File: config.mk
export PLATFORM = sky130hd
export DESIGN_NAME = steering_endstop_calibrator_unit
export DESIGN_NICKNAME = d
export VERILOG_FILES = /design/src/rtl/sec_pkg.sv /design/src/rtl/steering_endstop_calibrator_unit.sv
export VERILOG_INCLUDE_DIRS = /design/src /design/src/rtl
export SDC_FILE = /design/constraint.sdc
export NUM_CORES = 1
export LEC_CHECK = 0
export ABC_CLOCK_PERIOD_IN_PS = 34700
export BUFFER_PORTS_ARGS = -buffer_cell sky130_fd_sc_hd__buf_2
export CAP_MARGIN = 30
export CORE_MARGIN = 5
export CORE_UTILIZATION = 40
export DETAILED_ROUTE_END_ITERATION = 10
export GPL_ROUTABILITY_DRIVEN = 0
export PLACE_DENSITY = 0.63
export SETUP_SLACK_MARGIN = 0.05
export SYNTH_ARGS = -nofsm -noshare
export SYNTH_HDL_FRONTEND = slang
export SYNTH_SLANG_ARGS = --single-unit
File: constraint.sdc
create_clock -name clk -period 34.7 [get_ports clk]
set_input_delay 6.94 -clock clk [delete_from_list [all_inputs] [get_ports clk]]
set_output_delay 6.94 -clock clk [all_outputs]
set_load 0.1 [all_outputs]
File: src/rtl/assert_macros.svh
// assertion macros for the rtl blocks
`ifndef ASSERT_MACROS_SVH
`define ASSERT_MACROS_SVH

// checked on every rising edge outside reset
`define ASSERT_CLK(label, clk, rst, prop, msg) \
  label: assert property (@(posedge clk) disable iff (rst) prop) else $error(msg);

// checked on every rising edge, reset included
`define ASSERT_ALWAYS(label, clk, prop, msg) \
  label: assert property (@(posedge clk) prop) else $error(msg);

`endif

File: src/rtl/sec_pkg.sv
// types and constants for the steering end-stop calibrator
`default_nettype none

package sec_pkg;

  localparam int HISTORY_DEPTH_DEF = 20;

  localparam int POS_W   = 32;
  localparam int REG_W   = 8;
  localparam int CMD_W   = 9;
  localparam int MODE_W  = 2;
  localparam int PHASE_W = 3;
  localparam int CFG_IDX_W = 2;

  localparam int IN_DATA_W  = 64;
  localparam int OUT_DATA_W = 48;

  localparam logic [REG_W-1:0] DRIVE_SPEED_RST  = 8'd30;
  localparam logic [REG_W-1:0] LEFT_SPINUP_RST  = 8'd20;
  localparam logic [REG_W-1:0] RIGHT_SPINUP_RST = 8'd50;
  localparam logic [REG_W-1:0] SPINUP_COUNT_RST = 8'd20;

  typedef enum logic [PHASE_W-1:0] {
    PH_INIT   = 3'd0,
    PH_WAIT   = 3'd1,
    PH_LEFT   = 3'd2,
    PH_RIGHT  = 3'd3,
    PH_CENTER = 3'd4,
    PH_READY  = 3'd5
  } phase_t;

  typedef enum logic [MODE_W-1:0] {
    MODE_TICK   = 2'd0,
    MODE_CAL    = 2'd1,
    MODE_TARGET = 2'd2
  } mode_t;

  typedef enum logic [CFG_IDX_W-1:0] {
    CFG_DRIVE_SPEED  = 2'd0,
    CFG_LEFT_SPINUP  = 2'd1,
    CFG_RIGHT_SPINUP = 2'd2
  } cfg_idx_t;

endpackage

`default_nettype wire

File: src/rtl/steering_endstop_calibrator_unit.sv
// steering end-stop calibrator: homing to both stops, centering and bang-bang hold
// usage:
//   s_* carries one request per accepted beat: s_tuser holds the mode (control
//   tick, calibrate, set hold target), s_tdata the position and the new target.
//   m_* returns exactly one result per request, in order: command flag, signed
//   speed command, ready flag, phase and the computed centre.
//   cfg_we/cfg_index/cfg_data write drive_speed, left_spinup and right_spinup;
//   write them only while no request is in flight.
// path: a request moves from the input register into the result register as soon as
//   the result register is empty or its result is being taken.
// throughput: 1 request per cycle while results are taken; the phase, stop and spin-up registers update
//   as a request moves into the result register, so the next one sees them.
// velocity uses a shift line of HISTORY_DEPTH-2 past positions, written only on
//   ticks in the left and right phases.
// reset: phase goes to init, stops, centre, target and history clear, spin-up
//   count loads 20, config registers take their defaults; both valids drop.
// stall: when m_tready is low the result holds and the input register still
//   takes one more request; after that s_tready drops until the result leaves.
`default_nettype none

module steering_endstop_calibrator_unit #(
  parameter int HISTORY_DEPTH = sec_pkg::HISTORY_DEPTH_DEF
) (
  input  wire logic                               clk,
  input  wire logic                               rst,
  input  wire logic                               s_tvalid,
  output logic                                    s_tready,
  // position [31:0], new_target [63:32]
  input  wire logic [sec_pkg::IN_DATA_W-1:0]      s_tdata,
  // mode [1:0]
  input  wire logic [sec_pkg::MODE_W-1:0]         s_tuser,
  output logic                                    m_tvalid,
  input  wire logic                               m_tready,
  // speed_write [0], speed_cmd [9:1], ready_res [10], phase [13:11],
  // center_position [45:14], zero [47:46]
  output logic [sec_pkg::OUT_DATA_W-1:0]          m_tdata,
  input  wire logic                               cfg_we,
  input  wire logic [sec_pkg::CFG_IDX_W-1:0]      cfg_index,
  input  wire logic [sec_pkg::REG_W-1:0]          cfg_data
);

  `include "assert_macros.svh"

  localparam int LAG = HISTORY_DEPTH - 2;

  // config registers
  logic [sec_pkg::REG_W-1:0] drive_speed;
  logic [sec_pkg::REG_W-1:0] left_spinup;
  logic [sec_pkg::REG_W-1:0] right_spinup;

  always_ff @(posedge clk) begin
    if (rst) begin
      drive_speed  <= sec_pkg::DRIVE_SPEED_RST;
      left_spinup  <= sec_pkg::LEFT_SPINUP_RST;
      right_spinup <= sec_pkg::RIGHT_SPINUP_RST;
    end else if (cfg_we) begin
      unique case (cfg_index)
        sec_pkg::CFG_DRIVE_SPEED:  drive_speed  <= cfg_data;
        sec_pkg::CFG_LEFT_SPINUP:  left_spinup  <= cfg_data;
        sec_pkg::CFG_RIGHT_SPINUP: right_spinup <= cfg_data;
        default: ;
      endcase
    end
  end

  // input register
  logic                                in_valid;
  logic [sec_pkg::MODE_W-1:0]          in_mode;
  logic signed [sec_pkg::POS_W-1:0]    in_pos;
  logic signed [sec_pkg::POS_W-1:0]    in_tgt;
  logic                                adv;

  assign adv      = in_valid && (!m_tvalid || m_tready);
  assign s_tready = !in_valid || adv;

  always_ff @(posedge clk) begin
    if (rst) begin
      in_valid <= 1'b0;
    end else if (s_tready) begin
      in_valid <= s_tvalid;
    end
  end

  always_ff @(posedge clk) begin
    if (s_tready && s_tvalid) begin
      in_mode <= s_tuser;
      in_pos  <= s_tdata[sec_pkg::POS_W-1:0];
      in_tgt  <= s_tdata[2*sec_pkg::POS_W-1:sec_pkg::POS_W];
    end
  end

  // controller state
  sec_pkg::phase_t                   phase_reg, phase_next;
  logic [sec_pkg::REG_W-1:0]         spinup_count, spinup_count_next;
  logic signed [sec_pkg::POS_W-1:0]  left_stop, left_stop_next;
  logic signed [sec_pkg::POS_W-1:0]  right_stop, right_stop_next;
  logic signed [sec_pkg::POS_W-1:0]  center_reg, center_reg_next;
  logic signed [sec_pkg::POS_W-1:0]  hold_target, hold_target_next;
  logic signed [sec_pkg::POS_W-1:0]  hist [LAG];
  logic                              push;

  logic                              wr;
  logic signed [sec_pkg::CMD_W-1:0]  cmd;
  logic signed [sec_pkg::CMD_W-1:0]  spd_pos;
  logic signed [sec_pkg::CMD_W-1:0]  spd_neg;
  logic signed [sec_pkg::POS_W:0]    vel;
  logic signed [sec_pkg::POS_W:0]    stop_sum;
  logic signed [sec_pkg::POS_W:0]    hold_err;
  logic                              vel_le0;
  logic                              vel_neg;

  assign spd_pos  = signed'({1'b0, drive_speed});
  assign spd_neg  = -spd_pos;
  assign vel      = {in_pos[sec_pkg::POS_W-1], in_pos}
                  - {hist[LAG-1][sec_pkg::POS_W-1], hist[LAG-1]};
  assign vel_neg  = vel[sec_pkg::POS_W];
  assign vel_le0  = vel_neg || (vel == '0);
  assign stop_sum = {left_stop[sec_pkg::POS_W-1], left_stop} + {in_pos[sec_pkg::POS_W-1], in_pos};
  assign hold_err = {hold_target[sec_pkg::POS_W-1], hold_target}
                  - {in_pos[sec_pkg::POS_W-1], in_pos};

  always_comb begin
    phase_next        = phase_reg;
    spinup_count_next = spinup_count;
    left_stop_next    = left_stop;
    right_stop_next   = right_stop;
    center_reg_next   = center_reg;
    hold_target_next  = hold_target;
    push              = 1'b0;
    wr                = 1'b0;
    cmd               = '0;
    unique case (in_mode)
      sec_pkg::MODE_CAL: begin
        if (phase_reg == sec_pkg::PH_WAIT) begin
          phase_next        = sec_pkg::PH_LEFT;
          spinup_count_next = left_spinup;
        end
      end
      sec_pkg::MODE_TARGET: begin
        hold_target_next = in_tgt;
      end
      sec_pkg::MODE_TICK: begin
        unique case (phase_reg)
          sec_pkg::PH_INIT: begin
            left_stop_next  = '0;
            right_stop_next = '0;
            center_reg_next = '0;
            phase_next      = sec_pkg::PH_WAIT;
          end
          sec_pkg::PH_LEFT: begin
            wr   = 1'b1;
            cmd  = spd_pos;
            push = 1'b1;
            if (spinup_count == '0) begin
              if (vel_le0) begin
                left_stop_next    = in_pos;
                phase_next        = sec_pkg::PH_RIGHT;
                spinup_count_next = right_spinup;
              end
            end else if (!vel_le0) begin
              spinup_count_next = spinup_count - 1'b1;
            end
          end
          sec_pkg::PH_RIGHT: begin
            wr   = 1'b1;
            cmd  = spd_neg;
            push = 1'b1;
            if (spinup_count == '0) begin
              if (!vel_neg) begin
                cmd             = '0;
                right_stop_next = in_pos;
                center_reg_next = stop_sum[sec_pkg::POS_W:1];
                phase_next      = sec_pkg::PH_CENTER;
              end
            end else if (vel_neg) begin
              spinup_count_next = spinup_count - 1'b1;
            end
          end
          sec_pkg::PH_CENTER: begin
            wr = 1'b1;
            priority if (center_reg > in_pos) begin
              cmd = spd_pos;
            end else if (center_reg < in_pos) begin
              cmd = spd_neg;
            end else begin
              hold_target_next = center_reg;
              phase_next       = sec_pkg::PH_READY;
            end
          end
          sec_pkg::PH_READY: begin
            wr = 1'b1;
            priority if (hold_err > 33'sd1) begin
              cmd = spd_pos;
            end else if (hold_err < -33'sd1) begin
              cmd = spd_neg;
            end
          end
          default: ;
        endcase
      end
      default: ;
    endcase
  end

  always_ff @(posedge clk) begin
    if (rst) begin
      phase_reg    <= sec_pkg::PH_INIT;
      spinup_count <= sec_pkg::SPINUP_COUNT_RST;
      left_stop    <= '0;
      right_stop   <= '0;
      center_reg   <= '0;
      hold_target  <= '0;
      for (int i = 0; i < LAG; i++) begin
        hist[i] <= '0;
      end
    end else if (adv) begin
      phase_reg    <= phase_next;
      spinup_count <= spinup_count_next;
      left_stop    <= left_stop_next;
      right_stop   <= right_stop_next;
      center_reg   <= center_reg_next;
      hold_target  <= hold_target_next;
      if (push) begin
        hist[0] <= in_pos;
        for (int i = 1; i < LAG; i++) begin
          hist[i] <= hist[i-1];
        end
      end
    end
  end

  // result register
  logic                              out_write;
  logic signed [sec_pkg::CMD_W-1:0]  out_cmd;
  logic                              out_ready;
  sec_pkg::phase_t                   out_phase;
  logic signed [sec_pkg::POS_W-1:0]  out_center;

  always_ff @(posedge clk) begin
    if (rst) begin
      m_tvalid <= 1'b0;
    end else if (adv) begin
      m_tvalid <= 1'b1;
    end else if (m_tready) begin
      m_tvalid <= 1'b0;
    end
  end

  always_ff @(posedge clk) begin
    if (adv) begin
      out_write  <= wr;
      out_cmd    <= cmd;
      out_ready  <= (phase_next == sec_pkg::PH_READY);
      out_phase  <= phase_next;
      out_center <= center_reg_next;
    end
  end

  assign m_tdata = {2'b00, out_center, out_phase, out_ready, out_cmd, out_write};

  // checks
  `ASSERT_CLK(a_cmd_zero_no_write, clk, rst,
    m_tvalid && !out_write |-> out_cmd == '0, "command without write flag")
  `ASSERT_CLK(a_ready_matches_phase, clk, rst,
    m_tvalid |-> out_ready == (out_phase == sec_pkg::PH_READY), "ready flag mismatch")
  `ASSERT_CLK(a_phase_holds_idle, clk, rst,
    !adv |=> $stable(phase_reg), "phase moved without a request")
  `ASSERT_CLK(a_right_spinup_load, clk, rst,
    adv && phase_reg == sec_pkg::PH_LEFT && phase_next == sec_pkg::PH_RIGHT
      |=> spinup_count == right_spinup, "right spin-up count not loaded")

endmodule

`default_nettype wire
==> results.md, run 1 <==
- Worst path slowest cell: buf_2
- CP Max Fanout: 4
- Clk_skew: 0.0449 ns
- P&R area growth vs syn: 12.9%
- Worst-path cell chain: buf_2 > nor2b_1 > nand2_1 > buf_2
- Avg Inst Size Synth: between 10 and 15 sq um
- Critical path launch point type: primary input
- Async SR Flop Fraction: 0%
- Congestion Overflow GR: 0
- Reg clk slew, reported paths: 0.06 ns
- DR iter-0 viols: 2,645
- Hold Path Origin: hold_target[3]$_SDFFE_PP0P_
- Fillers: 8,520
- Worst VDD drop: 0.0349 mV
- Yosys top cell by area: edfxtp_1
- Routed len/inst: 18.7 um
- Initial antenna violation count: 4
- Core Region: 93,000 sq um
- CP peak stage delay: about 0.3 ns
- Pleak: 16.4 nW
- I/O Buffers: between 100 and 150
- Outcome: finished, final reports clean
- Biggest register: hist
- F_max: 68.5 MHz
- Die Width: 316 um
- Die height: approximately 320 um
- Largest register FFs: 576
- Drt first pass iters: 7
- Htree depth: 3
- Hold WC Path Type: register to register
- Flop pwr share: 50.9%
- CP required: 27.76 ns
- Critical path class: primary input to output pin
- Slew headroom: 30.7%
- Share of the synthesized area in the top cell type: 55.2%
- Antenna viol nets, final: 0
- Vias in the first global route: 21,956
- Power Density: 51.9 nW/um^2
- Sequential fraction of the synthesis area: between 60% and 70%
- # nets final: between 3,000 and 4,000
- Cts hold-fix bufs: 0
- Final core occ: a little under half
- Net Sw Frac: 23.3%
- Reg-to-reg slack, setup: 29.02 ns
- Top post-synthesis cells by area: edfxtp_1 (55%), and2_1 (9.2%), dfxtp_1 (7.1%), ha_1 (4.3%), nand2_1 (2.5%)
- # setup viols final: 0
- Die ar.: 99,800 sq um
- Tot GR Track Use: 16.4%
- Final Hold Violating Endpoints: 0
- Final Cycle Share: 42.1%
- Netlist cell types: 90
- CTS tree: done
- Final TNS setup: 0 ns
- Worst setup EP type: output pin
- Clk network pwr share: 42.2%
- Max Cap Viol: 0
- Mapped Area: approximately 37,000 sq um
- Hold path endpoint: hold_target[3]$_SDFFE_PP0P_
- Syn Inst Count: 3,100
- Synth Register Bits: 821
- Ys flop type: edfxtp_1
- Fraction of layout cells with a size suffix above 1: between 10% and 20%
- Vias: 23,699
- Combinational fraction of design power: 7.0%
- Clk buf depth: 3
- Power Internal: 0.00168 W
- Skew-Pair Late Insertion Delay: 0.66 ns
- Worst reg2reg startpoint: in_pos[0]$_DFFE_PP_
- First-pass GRT wire length: 127 mm
- CTS Buf Count: 84
- Worst-Margin Slew: 1.03 ns
- PostCTS Resize Cnt: 0
- Post-synth EDFFs: 688
- Ys Warns: 0
- Remaining routing DRC violations: 0
- WP data arrival: 7.66 ns
- Top cell by count, worst path: buf_2
- Vias/cell: around 5.2
- Pre-CTS setup slack: 20.11 ns
- Cell row count: 112
- Largest net degree at the start of global routing: 322
- Setup ws final: 20.10 ns
- Post-CTS setup buffer count: 0
- Most common cell in the netlist: edfxtp_1
- Final WL: roughly 84 mm
- Switch Pwr: 0.000512 W
- Cells on worst reg2reg path: 14
- RSZ-0062 raised after global routing: false
- Root buf cell: clkbuf_16
- Worst hold stages: 2
- Final slew viol count: 0
- Most common library cells after synthesis: edfxtp_1 (688), and2_1 (551), nand2_1 (245)
- # IOs: 131
- Hpwl dp: 57.9 mm
- Total clock sinks: 821
- Initial Util: 40.2%
- Worst flop-to-flop path endpoint: center_reg[31]$_SDFFE_PP0P_
- Period minus WS final: 14.60 ns
cells in the final DEF (no fill, tap or decap), drive strengths merged, types with 31 or more instances in the layout:
cell type,synthesis,routed
nor3,41,41
clkbuf,124,110
and2,554,554
nand2,245,245
xor2,36,36
dfxtp,133,133
nand3,41,41
edfxtp,688,688
buf,32,159
o21ai,98,98
inv,101,104
a21oi,160,160
nor2,167,167
a21o,80,80
a22o,55,55
clkinv,1,31
nand4,35,35
ha,129,129
final cells by class:
cell class / instances / area (sq um) / share of cell area [%]
antenna: 4 / 10.0 / 0.0237
timing repair buffer: 160 / 1000 / 2.37
tap: 1254 / 1570 / 3.71
multi-input combinational: 2022 / 13100 / 31.0
clock buffer: 109 / 2280 / 5.38
sequential: 821 / 23300 / 55.2
inverter: 102 / 383 / 0.906
clock inverter: 46 / 597 / 1.41
cell families (layout without fill, tap and decap cells):
| group | Yosys count | in the layout | synth area share, % |
|---|---|---|---|
| AOI/OAI and AO/OA | 588 | 588 | 10.8 |
| xor gates and xnor gates | 66 | 66 | 1.54 |
| adders and majority gates | 132 | 132 | 4.47 |
| buffers and inverters | 258 | 417 | 2.79 |
| DFF | 821 | 821 | 62.3 |
| muxes | 31 | 31 | 0.832 |
| other | 1 | 6 | 0.0100 |
| and+or+nand+nor | 1203 | 1203 | 17.3 |
per-layer routing:
metal,vias to the layer above,global-route usage [%],routed length (um)
li1,11355,-,-
met1,11399,23.5,37600
met2,797,24.5,36900
met3,148,3.56,6500
met4,0,6.83,3330
met5,-,0,0
power by group through the flow:
stage	logic [W]	registers, W	clock network, W
6_report	0.000153	0.00112	0.000925
5_1_grt	0.000164	0.00112	0.000991
4_1_cts	0.000150	0.00112	0.000949
3_5_place_dp	0.000149	0.00114	0
3_3_place_gp	0.000148	0.00114	0
2_1_floorplan	0.0000930	0.00117	0
worst max path at each step:
stage	slack (ns)	start	depth (start not counted)	to
global route	20.07	m_tready	4	s_tready
CTS	20.11	m_tready	4	s_tready
global placement	20.08	m_tready	4	s_tready
finish	20.10	m_tready	4	s_tready
floorplan	13.47	m_tready	7	hist[0][0]$_SDFFCE_PN0P_
detailed placement	20.11	m_tready	4	s_tready
worst max-delay path: cells and delay by family:
kind                   cells  cell delay, ns
AND/OR/NAND/NOR            2            0.32
buffers and inverters      2            0.40
stage by stage:
stage | hold WS, ns | power [W] | cells | area [sq um]
final | 0.460 | 0.00219 | 4518 | 42300
after floorplan | 0.436 | 0.00126 | 3101 | 37400
after global placement | 0.445 | 0.00128 | 4351 | 39200
after global routing | 0.475 | 0.00227 | 4517 | 42300
after CTS | 0.459 | 0.00222 | 4510 | 42200
after detailed placement | 0.451 | 0.00129 | 4355 | 39300
No activity file was read; power rests on OpenSTA's default activity.
==> run 2: changes to the inputs <==
--- a/config.mk
+++ b/config.mk
@@ -6,7 +6,7 @@
 export SDC_FILE = /design/constraint.sdc
 export NUM_CORES = 1
 export LEC_CHECK = 0
-export ABC_CLOCK_PERIOD_IN_PS = 34700
+export ABC_CLOCK_PERIOD_IN_PS = 13620
 export BUFFER_PORTS_ARGS = -buffer_cell sky130_fd_sc_hd__buf_2
 export CAP_MARGIN = 30
 export CORE_MARGIN = 5
==> constraint.sdc (replaced) <==
create_clock -name clk -period 13.62 [get_ports clk]
set_input_delay 2.724 -clock clk [delete_from_list [all_inputs] [get_ports clk]]
set_output_delay 2.724 -clock clk [all_outputs]
set_load 0.1 [all_outputs]
==> run 2 against run 1 <==
  * Cell count decreased by 0.31%
  * Power increased by 150%
  * Via count decreased by 0.36%
  * Clock skew decreased by 0.013 ns
  * Global-route usage decreased by 0.063 points
  * Cell area decreased by 0.69%
  * Hold slack got worse by 0.0030 ns
  * Non-clock buffer count decreased by 7
  * Clock-buffer cell count unchanged
  * Sequential share of layout area increased by 0.38 points
==> results.md, run 2 (synthesis results as in run 1) <==
- Final slew viol count: 0 (unchanged)
- P&R area growth vs syn: 12.1%
- Skew-Pair Late Insertion Delay: 0.64 ns (-0.02 ns)
- Largest net degree at the start of global routing: 279 (-13%)
- Period minus WS final: 6.19 ns
- RSZ-0062 raised after global routing: false
- Total clock sinks: 821 (unchanged)
- Cts hold-fix bufs: 0 (unchanged)
- # nets final: 3,398 (-0.18%)
- Placed insts: 4,352 (-0.069%)
- Pleak: 16.3 nW (-0.64%)
- Core Region: 93,000 sq um (unchanged)
- Cell row count: 112 (unchanged)
- Worst VDD drop: 0.0922 mV (+160%)
- Tot GR Track Use: 16.4% (-0.063 points)
- CP required: 10.90 ns (-16.86 ns)
- Root buf cell: clkbuf_16
- Drt first pass iters: 6 (-1)
- Multi-input gate area: 13,100 sq um (about the same)
- DR iter-0 viols: 2,423 (-8.4%)
- F_max: 162 MHz
- Congestion Overflow GR: 0 (unchanged)
- Combinational fraction of design power: 7.0% (about the same)
- Final Cycle Share: 45.4%
- Worst hold stages: 2 (unchanged)
- Hpwl dp: 57.9 mm (+0.12%)
- Switch Pwr: 0.00126 W (+150%)
- Vias in the first global route: 22,117 (+0.73%)
- Fin cells: 4,504 (-0.31%)
- Power Density: 131 nW/um^2 (+150%)
- Die ar.: 99,800 sq um (unchanged)
- Hold WC Path Type: register to register
- Largest register FFs: 576 (unchanged)
- Hold slack: 0.457 ns (-0.00301 ns)
- Final Hold Violating Endpoints: 0 (unchanged)
- Most frequent cells in the layout: edfxtp_1 (688), and2_1 (550), nand2_1 (244), nor2_1 (165), a21oi_1 (154)
- Fraction of layout cells with a size suffix above 1: 10.0% (-0.15 points)
- Hold path endpoint: hold_target[16]$_SDFFE_PP0P_
- Critical path launch point type: primary input
- CTS Buf Count: 85 (+1.2%)
- Biggest register: hist
- # IOs: 131 (unchanged)
- Htree depth: 3 (unchanged)
- Remaining routing DRC violations: 0 (unchanged)
- Post-CTS setup buffer count: 0 (unchanged)
- PostCTS Resize Cnt: 0 (unchanged)
- Max Cap Viol: 0 (unchanged)
- Clk buf depth: 3 (unchanged)
- Final core occ: 45.1% (-0.31 points)
- Slew headroom: 31.1% (+0.43 points)
- Die height: 316 um (unchanged)
- I/O Buffers: 128 (unchanged)
- Setup ws final: 7.43 ns (-12.67 ns)
- Flop pwr share: 51.9% (+1.0 points)
- Vias/cell: 5.24 (about the same)
- Clk_skew: 0.0322 ns (-0.0128 ns)
- Hold Path Origin: hold_target[16]$_SDFFE_PP0P_
- Worst setup EP type: output pin
- Vias: 23,613 (-0.36%)
- WP data arrival: 3.46 ns (-4.20 ns)
- Register Area: 23,300 sq um (unchanged)
- CP Max Fanout: 4 (unchanged)
- Die Width: 316 um (unchanged)
- Routed len/inst: 18.6 um (-0.39%)
- CTS tree: done
- First-pass GRT wire length: 127 mm (-0.15%)
- Pre-CTS setup slack: 7.40 ns (-12.70 ns)
- Worst reg2reg startpoint: in_pos[0]$_DFFE_PP_
- Fillers: 8,503 (-0.20%)
- Final TNS setup: 0 ns (unchanged)
- N_diodes: 0 (-4)
- Worst flop-to-flop path endpoint: center_reg[31]$_SDFFE_PP0P_
- Power Internal: 0.00422 W (+150%)
- Net Sw Frac: 22.9% (-0.41 points)
- Initial antenna violation count: 2 (-2)
- Worst-Margin Slew: 1.03 ns (+0.00155 ns)
- Reg clk slew, reported paths: 0.05 ns (about the same)
- Critical path class: primary input to output pin
- Initial Util: 40.2% (unchanged)
- Final WL: 83.8 mm (-0.70%)
- Reg-to-reg slack, setup: 7.99 ns (-21.03 ns)
- Most common cell after layout, fill and taps aside: edfxtp_1
- Clk network pwr share: 41.1% (-1.1 points)
- # setup viols final: 0 (unchanged)
- Antenna viol nets, final: 0 (unchanged)
- Outcome: finished, final reports clean
- Cells on worst reg2reg path: 14 (unchanged)
==> run 2: worst max-delay path, stage by stage <==
cell	delay [ns]
buf_2	0.10
nor2b_1	0.23
nand2_1	0.11
buf_2	0.30
==> run 2: how the worst max path moves through the flow <==
stage                   from                    endpoint  slack [ns]  cells past startpoint
floorplan           m_tready    hist[0][0]$_SDFFCE_PN0P_        2.50                      7
global placement    m_tready  hist[0][393]$_SDFFCE_PN0P_        7.13                      9
detailed placement  m_tready  hist[0][361]$_SDFFCE_PN0P_        7.40                     10
CTS                 m_tready                    s_tready        7.42                      4
global route        m_tready                    s_tready        7.34                      4
finish              m_tready                    s_tready        7.43                      4
==> run 2: cell type report <==
type | instances | area share [%]
clock inverter | 43 | 0.930
timing repair buffer | 153 | 2.11
tap | 1254 | 3.74
inverter | 102 | 0.912
sequential | 821 | 55.5
clock buffer | 109 | 5.50
multi-input combinational | 2022 | 31.3
==> run 2: layer usage <==
layer	routed length [um]	vias to the layer above	global-route usage (%)
li1	-	11334	-
met1	37700	11387	23.2
met2	37700	735	25.6
met3	5550	157	2.97
met4	2840	0	5.59
met5	0	-	0
==> run 2: through the flow <==
step	cell area, sq um	power, W
floorplan	37400	0.00318
global placement	39300	0.00327
detailed placement	39300	0.00328
CTS	42000	0.00554
global route	42000	0.00569
finish	42000	0.00548
==> run 2: power by group through the flow <==
stage	Sequential [W]	Clock (W)	Combinational, W
floorplan	0.00294	0	0.000237
global placement	0.00290	0	0.000375
detailed placement	0.00290	0	0.000378
CTS	0.00285	0.00232	0.000379
global route	0.00285	0.00242	0.000413
finish	0.00284	0.00226	0.000383
